### config.mk
export PLATFORM = sky130hd
export DESIGN_NAME = pid_time_proportional_relay_flat
export DESIGN_NICKNAME = d
export VERILOG_FILES = /design/src/design/prtr_pkg.sv /design/src/design/prtr_stream_if.sv /design/src/design/pid_time_proportional_relay.sv /design/src/flat_wrapper.sv
export VERILOG_INCLUDE_DIRS = /design/src /design/src/design
export SDC_FILE = /design/constraint.sdc
export NUM_CORES = 2
export LEC_CHECK = 0
export ABC_AREA = 1
export BUFFER_PORTS_ARGS = -buffer_cell sky130_fd_sc_hd__buf_2
export CAP_MARGIN = 40
export CORE_MARGIN = 1.5
export CORE_UTILIZATION = 55
export DETAILED_ROUTE_END_ITERATION = 8
export GPL_TIMING_DRIVEN = 0
export PLACE_DENSITY = 0.74
export SLEW_MARGIN = 20
export SYNTH_ARGS = -nofsm -noshare
export SYNTH_HDL_FRONTEND = slang
export SYNTH_SLANG_ARGS = --single-unit
### constraint.sdc
create_clock -name clk -period 13.9 [get_ports clk]
set_input_delay 2.78 -clock clk [delete_from_list [all_inputs] [get_ports clk]]
set_output_delay 2.78 -clock clk [all_outputs]
set_load 0.05 [all_outputs]
### src/design/pid_time_proportional_relay_defines.svh
// Assertion macros for the relay controller.
`ifndef PID_TIME_PROPORTIONAL_RELAY_DEFINES_SVH
`define PID_TIME_PROPORTIONAL_RELAY_DEFINES_SVH

`ifndef ASSERT_OFF
`define PRTR_ASSERT_IMP(lbl, clk, rst, a, c) \
  lbl: assert property (@(posedge clk) disable iff (rst) (a) |-> (c)) \
    else $error("implication check failed");
`define PRTR_ASSERT_NXT(lbl, clk, rst, a, c) \
  lbl: assert property (@(posedge clk) disable iff (rst) (a) |=> (c)) \
    else $error("next-cycle check failed");
`else
`define PRTR_ASSERT_IMP(lbl, clk, rst, a, c)
`define PRTR_ASSERT_NXT(lbl, clk, rst, a, c)
`endif

`endif

### src/design/prtr_pkg.sv
package prtr_pkg;

  localparam int unsigned CfgIdxW  = 3;
  localparam int unsigned CfgDataW = 16;

  localparam logic [CfgIdxW-1:0] REG_SETPOINT  = 3'd0;
  localparam logic [CfgIdxW-1:0] REG_GAIN_P    = 3'd1;
  localparam logic [CfgIdxW-1:0] REG_GAIN_I    = 3'd2;
  localparam logic [CfgIdxW-1:0] REG_GAIN_D    = 3'd3;
  localparam logic [CfgIdxW-1:0] REG_DRIVE_MIN = 3'd4;
  localparam logic [CfgIdxW-1:0] REG_DRIVE_MAX = 3'd5;

  localparam logic signed [15:0] SETPOINT_RST  = 16'sd0;
  localparam logic [15:0]        GAIN_P_RST    = 16'd512;
  localparam logic [15:0]        GAIN_I_RST    = 16'd128;
  localparam logic [15:0]        GAIN_D_RST    = 16'd2560;
  localparam logic [7:0]         DRIVE_MIN_RST = 8'd0;
  localparam logic [7:0]         DRIVE_MAX_RST = 8'd50;

  typedef struct packed {
    logic               sample_valid;
    logic signed [15:0] temperature;
  } in_t;

  typedef struct packed {
    logic        relay_on;
    logic [11:0] drive_level;
    logic        computed;
  } out_t;

endpackage

### src/design/prtr_stream_if.sv
interface prtr_stream_if #(
  parameter type T = logic
);
  logic valid;
  logic ready;
  T     data;

  modport source (output valid, output data, input ready);
  modport sink   (input valid, input data, output ready);
endinterface

### src/design/pid_time_proportional_relay.sv
// A sample passes through the input register and then the result register.
// Throughput: one sample per cycle while the result side is ready; the PID step, clamps and relay compare sit in one
// combinational pass between the input and result registers, state updated on that pass.
// Reset (rst, synchronous): both stages empty, integral, last temperature and period
// counter cleared, configuration registers back to their defaults.
`include "pid_time_proportional_relay_defines.svh"

module pid_time_proportional_relay (
  input  logic                              clk,
  input  logic                              rst,
  input  logic                              cfg_we,
  input  logic [prtr_pkg::CfgIdxW-1:0]      cfg_index,
  input  logic [prtr_pkg::CfgDataW-1:0]     cfg_data,
  prtr_stream_if.sink                       sample,
  prtr_stream_if.source                     result
);

  // configuration
  logic signed [15:0] setpoint;
  logic [15:0]        gain_p;
  logic [15:0]        gain_i;
  logic [15:0]        gain_d;
  logic [7:0]         drive_min;
  logic [7:0]         drive_max;

  always_ff @(posedge clk) begin
    if (rst) begin
      setpoint  <= prtr_pkg::SETPOINT_RST;
      gain_p    <= prtr_pkg::GAIN_P_RST;
      gain_i    <= prtr_pkg::GAIN_I_RST;
      gain_d    <= prtr_pkg::GAIN_D_RST;
      drive_min <= prtr_pkg::DRIVE_MIN_RST;
      drive_max <= prtr_pkg::DRIVE_MAX_RST;
    end else if (cfg_we) begin
      unique case (cfg_index)
        prtr_pkg::REG_SETPOINT:  setpoint  <= signed'(cfg_data);
        prtr_pkg::REG_GAIN_P:    gain_p    <= cfg_data;
        prtr_pkg::REG_GAIN_I:    gain_i    <= cfg_data;
        prtr_pkg::REG_GAIN_D:    gain_d    <= cfg_data;
        prtr_pkg::REG_DRIVE_MIN: drive_min <= cfg_data[7:0];
        prtr_pkg::REG_DRIVE_MAX: drive_max <= cfg_data[7:0];
        default: ;
      endcase
    end
  end

  // pipeline control
  logic          s1_v;
  prtr_pkg::in_t s1;
  logic          out_v;
  prtr_pkg::out_t out_d;
  logic          adv;

  assign adv          = !out_v || result.ready;
  assign sample.ready = !s1_v || adv;
  assign result.valid = out_v;
  assign result.data  = out_d;

  // controller state
  logic [12:0]        integral_sum;
  logic signed [15:0] previous_temperature;
  logic [7:0]         period_counter;

  // upper bound is tested first; with crossed bounds, values above hi give hi, all others lo
  function automatic logic [11:0] clamp12(input logic signed [27:0] v,
                                          input logic [11:0] lo,
                                          input logic [11:0] hi);
    logic [11:0] r;
    if (v > signed'({16'd0, hi}))      r = hi;
    else if (v < signed'({16'd0, lo})) r = lo;
    else                               r = v[11:0];
    return r;
  endfunction

  logic [11:0]        lo;
  logic [11:0]        hi;
  logic signed [16:0] err;
  logic signed [16:0] dt;
  logic signed [33:0] prod_i;
  logic signed [33:0] prod_p;
  logic signed [33:0] prod_d;
  logic signed [34:0] pd;
  logic signed [27:0] sum_raw;
  logic [11:0]        sum_c;
  logic signed [27:0] level_raw;
  logic [11:0]        level;
  logic [7:0]         cnt_inc;
  logic [7:0]         period_counter_next;
  logic               relay;

  always_comb begin
    lo      = {drive_min, 4'd0};
    hi      = {drive_max, 4'd0};
    err     = {setpoint[15], setpoint} - {s1.temperature[15], s1.temperature};
    dt      = {s1.temperature[15], s1.temperature}
              - {previous_temperature[15], previous_temperature};
    prod_i  = err * signed'({1'b0, gain_i});
    prod_p  = err * signed'({1'b0, gain_p});
    prod_d  = dt * signed'({1'b0, gain_d});
    pd      = {prod_p[33], prod_p} - {prod_d[33], prod_d};
    // arithmetic drop of 8 bits is the floor division by 256
    sum_raw = signed'({15'd0, integral_sum}) + {{2{prod_i[33]}}, prod_i[33:8]};
    sum_c   = clamp12(sum_raw, lo, hi);
    level_raw = {pd[34], pd[34:8]} + signed'({16'd0, sum_c});
    level   = clamp12(level_raw, lo, hi);
    cnt_inc = period_counter + 8'd1;
    period_counter_next = (cnt_inc >= drive_max) ? 8'd0 : cnt_inc;
    relay   = {period_counter_next, 4'd0} <= level;
  end

  logic step;
  assign step = adv && s1_v && s1.sample_valid;

  always_ff @(posedge clk) begin
    if (rst) begin
      s1_v                 <= 1'b0;
      out_v                <= 1'b0;
      integral_sum         <= '0;
      previous_temperature <= '0;
      period_counter       <= '0;
    end else begin
      if (sample.ready) s1_v <= sample.valid;
      if (adv) out_v <= s1_v;
      if (step) begin
        integral_sum         <= {1'b0, sum_c};
        previous_temperature <= s1.temperature;
        period_counter       <= period_counter_next;
      end
    end
  end

  always_ff @(posedge clk) begin
    if (sample.valid && sample.ready) s1 <= sample.data;
    if (adv && s1_v) begin
      if (s1.sample_valid) begin
        out_d.relay_on    <= relay;
        out_d.drive_level <= level;
        out_d.computed    <= 1'b1;
      end else begin
        out_d.relay_on    <= 1'b0;
        out_d.drive_level <= '0;
        out_d.computed    <= 1'b0;
      end
    end
  end

  `PRTR_ASSERT_IMP(a_invalid_zero, clk, rst, out_v && !out_d.computed,
                   !out_d.relay_on && out_d.drive_level == 12'd0)
  `PRTR_ASSERT_NXT(a_invalid_keeps_state, clk, rst, adv && s1_v && !s1.sample_valid,
                   $stable(integral_sum) && $stable(period_counter))
  `PRTR_ASSERT_IMP(a_integral_range, clk, rst, 1'b1, integral_sum <= 13'd4080)
  `PRTR_ASSERT_NXT(a_result_follows_stage, clk, rst, adv && s1_v, out_v)

endmodule

### src/flat_wrapper.sv
// flat-port wrapper written by rule: the top's interface ports become plain ports
module pid_time_proportional_relay_flat 
  (clk, rst, cfg_we, cfg_index, cfg_data, sample_valid, sample_data, sample_ready, result_valid, result_data, result_ready);
  prtr_stream_if #(.T(prtr_pkg::in_t)) sample_i ();
  prtr_stream_if #(.T(prtr_pkg::out_t)) result_i ();
  input  logic clk;
  input  logic rst;
  input  logic cfg_we;
  input  logic [prtr_pkg::CfgIdxW-1:0] cfg_index;
  input  logic [prtr_pkg::CfgDataW-1:0] cfg_data;
  input wire logic [$bits(sample_i.valid)-1:0] sample_valid;
  input wire logic [$bits(sample_i.data)-1:0] sample_data;
  output wire logic [$bits(sample_i.ready)-1:0] sample_ready;
  output wire logic [$bits(result_i.valid)-1:0] result_valid;
  output wire logic [$bits(result_i.data)-1:0] result_data;
  input wire logic [$bits(result_i.ready)-1:0] result_ready;
  assign sample_i.valid = sample_valid;
  assign sample_i.data = sample_data;
  assign sample_ready = sample_i.ready;
  assign result_valid = result_i.valid;
  assign result_data = result_i.data;
  assign result_i.ready = result_ready;
  pid_time_proportional_relay u_core (.clk(clk), .rst(rst), .cfg_we(cfg_we), .cfg_index(cfg_index), .cfg_data(cfg_data), .sample(sample_i), .result(result_i));
endmodule
=== Word-level counts from Yosys, hierarchy flattened ===
Index checks and enable logic that the tools add are counted.

* Add/sub/neg operators: 6
* $mul: 3
* Order comparisons: 6
* Equality and inequality tests: 5
* Mux-type cells: 6
* Reduce and logical (&&, ||, !) cells: 14

{| class="wikitable"
|+ Operators by type and width
! cell !! number
|-
| 17-bit by 17-bit multiplier with 34-bit output || 3
|-
| 28-bit by 13-bit greater-than comparator with 1-bit output || 2
|-
| 28-bit by 13-bit < comparator with 1-bit output || 2
|-
| 12-bit 2-to-1 mux || 4
|-
| 34-bit by 34-bit subtractor with 35-bit output || 1
|-
| 16-bit by 16-bit subtractor with 17-bit output || 2
|-
| 27-bit by 13-bit adder with 28-bit output || 1
|-
| 13-bit by 26-bit adder with 27-bit output || 1
|-
| 12-bit less-or-equal comparator || 1
|-
| 2-bit AND reduction || 6
|-
| 8-bit by 1-bit adder with 8-bit output, second input constant || 1
|-
| 8-bit >= comparator || 1
|-
| 8-bit 2-to-1 mux || 1
|-
| 3-bit by 2-bit equality test with 1-bit output, second input constant || 2
|-
| 3-bit equality test, second input constant || 2
|-
| 3-bit by 1-bit equality test with 1-bit output, second input constant || 1
|-
| 1-bit logical AND || 3
|-
| 3-bit logical NOT || 1
|-
| 1-bit logical NOT || 2
|-
| 1-bit logical OR || 2
|-
| 1-bit 2-to-1 mux || 1
|}

* Bits in registers: 149
* Input port bits: 41
* Output and inout bits: 16

=== Longest topological paths before layout ===
* Depth in word-level cells: 11
* Mapped depth: 96
* Depth with buffers taken out: 94

=== Worst setup path after synthesis ===
OpenSTA, ideal clock, no wires.

* Path type: flip-flop to flip-flop
* Start: register u_core.s1[0] in the netlist's numbering
* End: register u_core.out_d, in the netlist u_core.result.data[13] (data pin)
* Library setup time: 148 ps
* Arrival time: 13377 ps
* Required time: 13752 ps
* Path slack: 375 ps
* Cell stages (with the launch flop): 86
* Buffers on the path: 3
* Clock period less this slack: 13525 ps
* Path through: edfxtp_1 ha_1 fa_1 o21ai_0 nand2_1 nand2_1 nand2_1 nand2_1 nand2_1 nand2_1 a21oi_1 inv_1 nand2_1 nand2_1 a21oi_1 or2_2 nand2_1 a21oi_1 [... 50 more ...] inv_1 nand3_1 o221a_2 a21o_1 nand2_1 nand2_2 buf_8 nand3_2 o21ai_2 ha_1 nand2_1 inv_1 nand3_1 nor3b_1 nand2_1 nor2_1 nand2_1 a21oi_1

* Word-level cells in the longest chain between the ends: 11

{| class="wikitable"
|+ RTL lines
! element !! line !! source
|-
| from (decl) || pid_time_proportional_relay.sv:49 || <nowiki>prtr_pkg::in_t s1;</nowiki>
|-
| from (signal assigned) || pid_time_proportional_relay.sv:133 || <nowiki>if (sample.valid && sample.ready) s1 <= sample.data;</nowiki>
|-
| 16-bit by 16-bit subtractor with 17-bit output * || pid_time_proportional_relay.sv:94 || <nowiki>err = {setpoint[15], setpoint} - {s1.temperature[15], s1.temperature};</nowiki>
|-
| 17-bit by 17-bit multiplier with 34-bit output * || pid_time_proportional_relay.sv:97 || <nowiki>prod_i = err * signed'({1'b0, gain_i});</nowiki>
|-
| 13-bit by 26-bit adder with 27-bit output * || pid_time_proportional_relay.sv:102 || <nowiki>sum_raw = signed'({15'd0, integral_sum}) + {{2{prod_i[33]}}, prod_i[33:8]};</nowiki>
|-
| 28-bit by 13-bit < comparator with 1-bit output || pid_time_proportional_relay.sv:70 || <nowiki>else if (v < signed'({16'd0, lo})) r = lo;</nowiki>
|-
| 12-bit 2-to-1 mux || pid_time_proportional_relay.sv:70 ||
|-
| 12-bit 2-to-1 mux * || pid_time_proportional_relay.sv:69 || <nowiki>if (v > signed'({16'd0, hi})) r = hi;</nowiki>
|-
| net u_core.sum_c[3] || pid_time_proportional_relay.sv:84 || <nowiki>logic [11:0] sum_c;</nowiki>
|-
| 27-bit by 13-bit adder with 28-bit output * || pid_time_proportional_relay.sv:104 || <nowiki>level_raw = {pd[34], pd[34:8]} + signed'({16'd0, sum_c});</nowiki>
|-
| 28-bit by 13-bit < comparator with 1-bit output || pid_time_proportional_relay.sv:70 ||
|-
| 12-bit 2-to-1 mux || pid_time_proportional_relay.sv:70 ||
|-
| 12-bit 2-to-1 mux * || pid_time_proportional_relay.sv:69 ||
|-
| 12-bit less-or-equal comparator * || pid_time_proportional_relay.sv:108 || <nowiki>relay = {period_counter_next, 4'd0} <= level;</nowiki>
|-
| to (decl) || pid_time_proportional_relay.sv:51 || <nowiki>prtr_pkg::out_t out_d;</nowiki>
|}

Mark *: on every way through the listed nets, which the timed path passes. The rest lies on a longest branch.
A chain may end at the register's enable or synchronous reset.

=== Worst setup path in the final report ===
Ends and elaborated chain as after synthesis.

==> flow_summary.yaml <==
logic_synthesis:
  synth_ff_type: "dfxtp_1"
  synth_area_leaders: "fa_1, inv_1, ha_1"
  synth_commonest_cells: "inv_1, nand2_1, fa_1"
  synth_area_um2: 42800
  synthArstFlopShare_pct: 0
  syn_nets: 6716
  syn_area_per_cell_um2: 7.87
  syn_inst: 5444
  yosysTopAreaCell: "fa_1"
  synth_edf_count: 31
  synth.most_common_cell: "inv_1"
  synth_seq_cells: 149
  ys_types: 56
  ys_seq_area_share_pct: 7.69
  yosys_warnings: 0
  yosysTopAreaCellShare_pct: 41.8
worst_setup_path:
  path_class: "flip-flop to flip-flop"
  reg2reg_slack_ns: -0.05
  crit_path_start: "u_core.s1[0]$_DFFE_PP_"
  path_delay_family: "adder cells"
  cp-end-kind: "flip-flop"
  worstPathRequired_ns: 14.26
  r2r_end: "u_core.result.data[13]$_SDFFCE_PN0P_"
  crit_fanout: 6
  startpoint_type: "flip-flop"
  timing.rr.start: "u_core.s1[0]$_DFFE_PP_"
  worstPathArrival_ns: 14.31
  cp_slowest_cell: "fa_2"
  cp.depth: 82
  r2r_cells: 82
  cpMostUsedCell: "nand2_2"
  slowest_delay_ns: 0.57
  critPathBufInv: 12
  endpoint: "u_core.result.data[13]$_SDFFCE_PN0P_"
clocking:
  cts-htree-levels: 4
  clockBufferDepth: 2
  cts_tree: "built"
  clk_pin_slew_ns: 0.07
  clock_sinks: 149
  worst_skew_pair.late_latency_ns: 0.52
  root_buffer: "clkbuf_16"
  cts_hold_buf: 0
  numCtsBuffers: 17
sta:
  fin_crit_ns: 13.95
  clock_skew_ns: 0.0244
  drv_slew: 0
  worst_pin_slew_ns: 0.950
  fmax_ghz: 0.0717
  rsz0062_at_grt: "true"
  hold_viol: 0
  fin_ws_ns: -0.0481
  setup_viol: 1
  timing.final.crit_share_pct: 100
  worst_slew_margin_rel_pct: 36.7
routing:
  ant_nets: 0
  num_vias: 37000
  wirelength_um: 143000
  first_pass_iters: 6
  drt_iter0_markers: 3703
  route.detailed.drc: 0
  vias_per_cell: 5.56
  wl_per_cell_um: 21.5
cells_and_area:
  nets: 6866
  regArea_um2: 3290
  drive_gt1_share_pct: 9.68
  fin_cells: 6650
  fillCellCount: 6793
  multi_input_area_um2: 35100
  area_growth_pct: 10.1
global_route:
  grt_start_max_net_pins: 17
  grtUsageTotal_pct: 37.4
  grt_overflow_total: 0
  grt_pass1_wl_um: 218000
  antenna_found_initial: 9
  grt_pass1_vias: 37200
placed_design:
  place_congestion: 1.05
  post-place-ws_ns: -2.51
  port_buffers: 55
  hpwl_um: 121000
  dp_cells: 6555
worst_hold_path:
  hold_class: "flip-flop to flip-flop"
status:
  failed_checks: "setup timing"
  status: "finished with violations"
die:
  io_pins: 57
  dieHeight_um: 282
  die_x_um: 282
  die_area_um2: 79600
  core_um2: 77200
  initial_core_util_pct: 55.5
  num_rows: 102
run:
  max_cap_violations: 0
==> cell usage in the layout (no fill, tap or decap), types with 30 or more instances in the layout <==
cell type | netlist | layout
inv_1 | 1299 | 1279
nand2_1 | 1020 | 970
fa_1 | 895 | 887
nor2_1 | 666 | 644
ha_1 | 336 | 307
a21oi_1 | 229 | 201
o21ai_0 | 146 | 141
nand3_1 | 150 | 141
dfxtp_1 | 118 | 118
clkbuf_1 | 133 | 110
nand2_2 | 33 | 68
buf_4 | 2 | 60
buf_2 | 3 | 58
xor2_1 | 59 | 51
edfxtp_1 | 31 | 31
xnor2_1 | 33 | 30
==> worst min path at each step <==
stage / endpoint / cells past startpoint / from / slack (ns)
6_report: u_core.setpoint[0]$_SDFFE_PP0P_ / 2 / u_core.setpoint[0]$_SDFFE_PP0P_ / 0.47
5_1_grt: u_core.result.data[0]$_DFFE_PP_ / 0 / u_core.s1[16]$_DFFE_PP_ / 0.49
4_1_cts: u_core.setpoint[0]$_SDFFE_PP0P_ / 2 / u_core.setpoint[0]$_SDFFE_PP0P_ / 0.47
3_5_place_dp: u_core.result.data[0]$_DFFE_PP_ / 0 / u_core.s1[16]$_DFFE_PP_ / 0.45
3_3_place_gp: u_core.result.data[0]$_DFFE_PP_ / 0 / u_core.s1[16]$_DFFE_PP_ / 0.44
2_1_floorplan: u_core.result.data[0]$_DFFE_PP_ / 0 / u_core.s1[16]$_DFFE_PP_ / 0.43
==> final cells by class <==
type | instances | area share, %
clock inverter | 14 | 0.348
antenna | 3 | 0.0159
clock buffer | 18 | 0.910
inverter | 1341 | 10.8
timing repair buffer | 136 | 2.22
multi-input combinational | 3809 | 74.5
sequential | 149 | 6.99
buffer | 140 | 1.48
tap | 1040 | 2.76
==> kinds of logic after synthesis <==
kind of cell    count (synthesis)  share of synthesized area [%]
compound gates                460                           5.87
flops                         149                           7.69
buf+inv                      1487                           13.3
simple gates                 2025                           19.7
xor+xnor                       92                           1.88
fa+ha+maj                    1231                           51.7
==> tightest hold or removal path, delay by kind of cell (launching register included) <==
kind,cells,cell delay [ns]
AOI/OAI and AO/OA,1,0.06
buffers and inverters,1,0.07
DFF,1,0.30
==> through the flow <==
stage | hold slack [ns] | TNS [ns] | instance area (um2) | utilization (%)
finish | 0.468 | -0.0481 | 47100 | 61.1
global route | 0.485 | -0.588 | 47100 | 61.1
CTS | 0.474 | 0 | 46100 | 59.6
detailed placement | 0.448 | -20.81 | 44600 | 57.8
global placement | 0.438 | -19.02 | 44400 | 57.5
floorplan | 0.426 | 0 | 42800 | -
==> registers in the layout, indices dropped and copies added (netlist names) <==
register and count:
u_core.gain_p 16, u_core.integral_sum 12, u_core.drive_max 8, u_core.s1 17, u_core.gain_i 16, u_core.period_counter 8, u_core.s1_v 1, u_core.setpoint 16
u_core.gain_d 16, u_core.drive_min 8, u_core.previous_temperature 16, u_core.result.data 14, u_core.result.valid 1
==> what timing repair did <==
| action | in CTS | in global routing |
|---|---|---|
| gates resized for setup | 144 | 195 |
| setup endpoints to repair | 13 | 13 |
| endpoints found under the hold margin | 0 | 0 |
| pin swaps | 31 | 114 |
| cloned | 1 | 1 |
| buffers inserted | 24 | 32 |
==> layer usage <==
layer | wire length (um) | vias to the layer above | part of all wire, % | global-route usage, %
met4 | 6690 | 4 | 4.7 | 15.1
met3 | 18900 | 382 | 13 | 12.9
li1 | - | 16400 | - | -
met5 | 24 | - | 0.017 | 0
met1 | 55800 | 18300 | 39 | 50.0
met2 | 61800 | 1951 | 43 | 55.8
Power is left out: the tool's default activity adds up to more than one toggle a clock period on the data nets, which glitch-free logic cannot reach.
